**src/rtl/core/xrec_pkg.sv**
```systemverilog
`timescale 1ns / 1ps

package xrec_pkg;

  localparam int XREC_FRAC_BITS = 16;
  localparam int XREC_QW        = 32;  // quotient bits before saturation
  localparam int XREC_ROOT_W    = 32;  // square root result bits
  localparam int XREC_CFG_W     = 31;
  localparam int XREC_IDX_W     = 8;

  localparam logic [XREC_CFG_W-1:0] TIME_STEP_RST    = 31'd1092;
  localparam logic [XREC_CFG_W-1:0] COMPLIANCE_RST   = 31'd0;
  localparam logic [XREC_CFG_W-1:0] BODY_MASS_RST    = 31'd65536;
  localparam logic [XREC_CFG_W-1:0] BODY_INERTIA_RST = 31'd65536;

  localparam logic signed [31:0] S32_MAX = 32'sh7FFF_FFFF;
  localparam logic signed [31:0] S32_MIN = 32'sh8000_0000;

  typedef enum logic [XREC_IDX_W-1:0] {
    CFG_TIME_STEP    = 8'd0,
    CFG_COMPLIANCE   = 8'd1,
    CFG_BODY_MASS    = 8'd2,
    CFG_BODY_INERTIA = 8'd3
  } cfg_idx_t;

  // everything one item carries down the pipeline
  typedef struct packed {
    logic signed [32:0] dx;
    logic signed [32:0] dy;
    logic        [31:0] ax;
    logic        [31:0] ay;
    logic               sh;
    logic signed [31:0] rx;
    logic signed [31:0] ry;
    logic signed [31:0] lam;
    logic signed [31:0] cx;
    logic signed [31:0] cy;
    logic signed [31:0] ang;
    logic        [30:0] pm;
    logic        [15:0] cnt;
    logic        [30:0] h;
    logic        [30:0] alpha;
    logic        [30:0] bm;
    logic        [30:0] bi;
    logic signed [31:0] h2;
    logic        [32:0] c;
    logic signed [31:0] nx;
    logic signed [31:0] ny;
    logic signed [31:0] wp;
    logic signed [31:0] ib;
    logic signed [31:0] wb;
    logic signed [31:0] at;
    logic signed [31:0] wbs;
    logic signed [31:0] crn;
    logic signed [31:0] num;
    logic signed [31:0] f1;
    logic signed [31:0] s1;
    logic signed [31:0] den;
    logic signed [31:0] dl;
    logic signed [31:0] px;
    logic signed [31:0] py;
    logic signed [31:0] mvx;
    logic signed [31:0] mvy;
    logic signed [31:0] ncx;
    logic signed [31:0] ncy;
    logic signed [31:0] cr2;
    logic signed [31:0] na;
    logic signed [63:0] pa;
    logic signed [63:0] pb;
    logic signed [63:0] pc;
    logic signed [63:0] pd;
    logic signed [63:0] pe;
    logic signed [63:0] pf;
  } item_t;

  function automatic logic signed [31:0] sat32(input logic signed [65:0] v);
    if (v > 66'(S32_MAX)) begin
      return S32_MAX;
    end else if (v < 66'(S32_MIN)) begin
      return S32_MIN;
    end
    return 32'(v);
  endfunction

  function automatic logic signed [63:0] mul32(input logic signed [31:0] a,
                                               input logic signed [31:0] b);
    logic signed [63:0] p;
    p = a * b;
    return p;
  endfunction

endpackage

```
**src/rtl/core/xrec_isqrt.sv**
```systemverilog
`timescale 1ns / 1ps

// pipelined floor square root, one root bit per stage
module xrec_isqrt import xrec_pkg::*; #(
  parameter int SW = 1
) (
  input  logic                   clk,
  input  logic                   rst_n,
  input  logic                   en,
  input  logic                   in_valid,
  input  logic [63:0]            rad,
  input  logic [SW-1:0]          in_side,
  output logic                   out_valid,
  output logic [XREC_ROOT_W-1:0] root,
  output logic [SW-1:0]          out_side
);

  localparam int RW = XREC_ROOT_W;

  logic [63:0]   rem_r  [RW+1];
  logic [RW-1:0] rt_r   [RW+1];
  logic [SW-1:0] side_r [RW+1];
  logic [RW:0]   v_r;

  always_ff @(posedge clk) begin
    if (en) begin
      rem_r[0]  <= rad;
      rt_r[0]   <= '0;
      side_r[0] <= in_side;
    end
  end

  for (genvar g = 1; g <= RW; g++) begin : g_stage
    localparam int B = RW - g;
    logic [64:0] trial;
    logic        ge;
    assign trial = (65'(rt_r[g-1]) << (B + 1)) + (65'(1) << (2 * B));
    assign ge    = 65'(rem_r[g-1]) >= trial;
    always_ff @(posedge clk) begin
      if (en) begin
        rem_r[g]  <= ge ? 64'(65'(rem_r[g-1]) - trial) : rem_r[g-1];
        rt_r[g]   <= rt_r[g-1] | (ge ? (RW'(1) << B) : '0);
        side_r[g] <= side_r[g-1];
      end
    end
  end

  always_ff @(posedge clk) begin
    if (!rst_n) begin
      v_r <= '0;
    end else if (en) begin
      v_r <= {v_r[RW-1:0], in_valid};
    end
  end

  assign out_valid = v_r[RW];
  assign root      = rt_r[RW];
  assign out_side  = side_r[RW];

endmodule

```
**config.mk**
```make
export PLATFORM = sky130hd
export DESIGN_NAME = xrec_isqrt
export DESIGN_NICKNAME = d
export VERILOG_FILES = /design/src/rtl/core/xrec_pkg.sv /design/src/rtl/core/xrec_isqrt.sv
export SDC_FILE = /design/constraint.sdc
export NUM_CORES = 2
export LEC_CHECK = 0
export BUFFER_PORTS_ARGS = -buffer_cell sky130_fd_sc_hd__buf_2
export CAP_MARGIN = 25
export CORE_ASPECT_RATIO = 1.1
export CORE_MARGIN = 1
export CORE_UTILIZATION = 45
export DETAILED_ROUTE_END_ITERATION = 6
export SYNTH_ARGS = -nofsm -noshare
export SYNTH_HDL_FRONTEND = slang
export SYNTH_SLANG_ARGS = --single-unit
```
**constraint.sdc**
```tcl
create_clock -name clk -period 7.5 [get_ports clk]
set_input_delay 0.375 -clock clk [delete_from_list [all_inputs] [get_ports clk]]
set_output_delay 0.375 -clock clk [all_outputs]
set_load 0.02 [all_outputs]
```
==> reports/qor.txt <==
Area leader, netlist -> edfxtp_1
Critical path class -> reg2reg
R2R Setup Slk -> 2.61 ns
FF+latch count, synth -> 2642
Die area -> 281000 um^2
Number of global-route vias before repair -> 78200
Synth cell count leaders -> edfxtp_1 (2609), inv_1 (709), a21oi_1 (651), nor2_1 (648), nand2_1 (628)
Critical Path RT -> 8.08 ns
Worst Skew -> 0.0562 ns
Slowest-stage cell, CP -> nor4_1
Non-Filler Instances -> 14200
Critical path depth in cells -> 9
Final wirelength -> 327000 um
Layout Nets -> 10900
Crit path DAT -> 5.46 ns
Max Root-Sink Buffers -> 4
Final worst path period need -> 4.89 ns
Post-synth EDFFs -> 2609
Final Cycle Share -> 0.651
Crit-path leading delay family -> simple AND/OR/NAND/NOR gates
Worst Setup Start Kind -> flip-flop
Clk_lat worst skew -> 0.89 ns
Die X -> 506 um
Top_reg_cell synth -> edfxtp_1
RSZ-0062 raised after global routing -> false
CTS Buf Count -> 291
RePlAce Congestion -> 0.960
Root buf cell -> clkbuf_16
Number of sinks on the clock net -> 2642
Slew @ Worst Pin -> 1.19 ns
Design Area, Final -> 141000 um^2
TritonRoute pass-1 iters -> 7
GRT Total Usage -> 0.227
Synth unique cells -> 88
Vias per inst -> 5.65
Worst reg-to-reg path cell count -> 9
Post-synthesis cell area -> 126000 um^2
Initial Util -> 0.452
Buffers added on ports -> 102
CP cell instances -> or4_1, or3_1, nor4_1, o211ai_1, a2111oi_0, o21ai_4, buf_4, and4_1, xor2_1
Yosys warns -> 0
Site Rows -> 203
Mapped Nets -> 10600
Post-DP HPWL -> 246000 um
Switching share of power -> 0.298
Drt initial violations -> 6642
Largest net degree at the start of global routing -> 196
TritonCTS clock tree -> built
CP Buf/Inv Count -> 1
Reg-to-Reg Start -> rem_r[0][1898]$_DFFE_PP_
Final hold violations -> 0
Syn_area_per_cell -> 12.6 um^2
Vias post-DR -> 80300
Top-count cell post-synth -> edfxtp_1
WHS Path Cells -> 2
TNS Setup -> 0 ns
Max_cap viols -> 0
Layout area overhead -> 12.1%
Failing checks -> design-rule violations
Main area contributors after synthesis -> edfxtp_1 (62%), ha_1 (5.6%), xnor2_1 (3.2%), xor2_1 (2.9%), a21oi_1 (2.6%)
Cell Area, Placed -> 131000 um^2
CP max FO -> 60
Pwr per Cell Area -> 310 nW/um^2
Seq pwr share -> 0.464
Core box area -> 278000 um^2
DP Cell Count -> 13600
Min-delay worst type -> in2reg
Crit end category -> flip-flop
# IOs -> 103
Status -> complete, but fails checks
Register area share after synthesis -> 0.629
P_sw -> 13000 uW
VDD IR max -> 0.193 mV
Die span in y -> 556 um
DRC -> 19
Gr ovfl total -> 0
Antenna violations before repair -> 19
Combinational share of power -> 0.209
Slew HR -> 0.206
H-tree Lvls -> 5
Fin util -> 0.506
Highest clock rate -> 205 MHz
Power share of the clock group -> 0.327
Yosys top cell area share -> 0.624
Clock slew at reported path FFs -> 0.06 ns
Layout cells sized above 1 -> 0.0715
Endpoints failing setup -> 0
Final Max Tran Viols -> 0
Pleak -> 0.0526 uW
WHS Endpoint -> rem_r[0][39]$_DFFE_PP_
Post-synth ARST share -> 0
HP Start -> rad[39]
Syn Inst Count -> 9993
Reg-to-Reg End -> rem_r[0][1959]$_DFFE_PP_
WL/cell -> 23.0 um
DRT antenna net count -> 0
First-pass GRT wire length -> 486000 um
Slowest Stage Delay on Critical Path -> 0.89 ns
Internal Power -> 30700 uW
cell type report:
cell class,instances,area (um^2)
flip-flops and latches,2642,79000
clock inverters,185,1950
multi-input cells,6401,43000
well taps,3690,4620
repair buffers,243,1920
clock buffers,336,7510
fillers,24000,137000
inverters,711,2670
diodes,9,22.5
power by group through the flow:
| stage | clock network [uW] | logic (uW) | registers (uW) |
|---|---|---|---|
| floorplan | 0 | 6550 | 19700 |
| global placement | 0 | 8870 | 20500 |
| detailed placement | 0 | 8950 | 20500 |
| CTS | 14600 | 9050 | 20200 |
| global route | 15100 | 10000 | 20400 |
| finish | 14300 | 9120 | 20200 |
worst reg2reg max path: cells and delay by family, from the launching register on:
family	cells	cell delay [ns]
and+or+nand+nor	4	2.45
xor gates and xnor gates	1	0.25
DFF	1	0.48
buffers and inverters	1	0.35
AOI/OAI and AO/OA	3	1.08
worst max path at each step:
| stage | startpoint | to | slack, ns |
|---|---|---|---|
| floorplan | rem_r[0][1076]$_DFFE_PP_ | rem_r[0][1129]$_DFFE_PP_ | 3.90 |
| global placement | rem_r[0][1835]$_DFFE_PP_ | rem_r[0][1914]$_DFFE_PP_ | 2.32 |
| detailed placement | rem_r[0][1779]$_DFFE_PP_ | rem_r[0][1840]$_DFFE_PP_ | 2.76 |
| CTS | rem_r[0][1779]$_DFFE_PP_ | rem_r[0][1840]$_DFFE_PP_ | 2.73 |
| global route | rem_r[0][1779]$_DFFE_PP_ | rem_r[0][1840]$_DFFE_PP_ | 2.39 |
| finish | rem_r[0][1898]$_DFFE_PP_ | rem_r[0][1959]$_DFFE_PP_ | 2.61 |
cell families after synthesis:
group                      Yosys count  synth area share
and+or+nand+nor                   2914             0.120
DFF                               2642             0.629
AOI/OAI and AO/OA                 1944            0.0959
buffers and inverters              950            0.0287
xor gates and xnor gates           870            0.0607
adders and majority gates          558            0.0556
muxes                              115           0.00995
routing by layer:
layer	part of all wire	GRT usage
met1	0.42	0.291
met4	0.032	0.0723
met5	0.000040	0
met2	0.50	0.398
met3	0.050	0.0292
cell usage in the layout, fill, tap and decap left out, drive strengths merged, types with 69 or more instances in the layout:
master	synthesis	routed
edfxtp	2609	2609
inv	711	733
a21oi	651	651
nor2	648	648
nand2	628	628
ha	558	558
xnor2	460	460
o21ai	454	454
xor2	410	410
nor4	352	352
clkbuf	202	339
a21o	262	262
nor3	249	249
nand3	171	171
nand4	170	170
buf	37	170
or3	125	125
clkinv	0	116
o21a	98	98
nor2b	92	92
nand2b	88	88
or4	74	74
mux2	72	72
dlygate4sd3	0	69
through the flow:
| step | worst slack [ns] | power (uW) | hold WS, ns |
|---|---|---|---|
| after floorplan | 3.90 | 26200 | 0.400 |
| after global placement | 2.32 | 29400 | 0.401 |
| after detailed placement | 2.76 | 29500 | 0.405 |
| after CTS | 2.73 | 43900 | 0.120 |
| after global routing | 2.39 | 45600 | 0.160 |
| final | 2.61 | 43600 | 0.174 |
state kept, by name, indices dropped and copies added (netlist names):
signal and flops:
rem_r 2048, rt_r 528, side_r 33, v_r 33
timing repair:
| item | CTS | global route |
|---|---|---|
| hold buffers | 69 | 0 |
| hold endpoints to repair | 108 | 0 |
| buffers inserted | 0 | 0 |
| gates resized for setup | 0 | 0 |
Note: power is estimated with default switching activity, not from simulation.
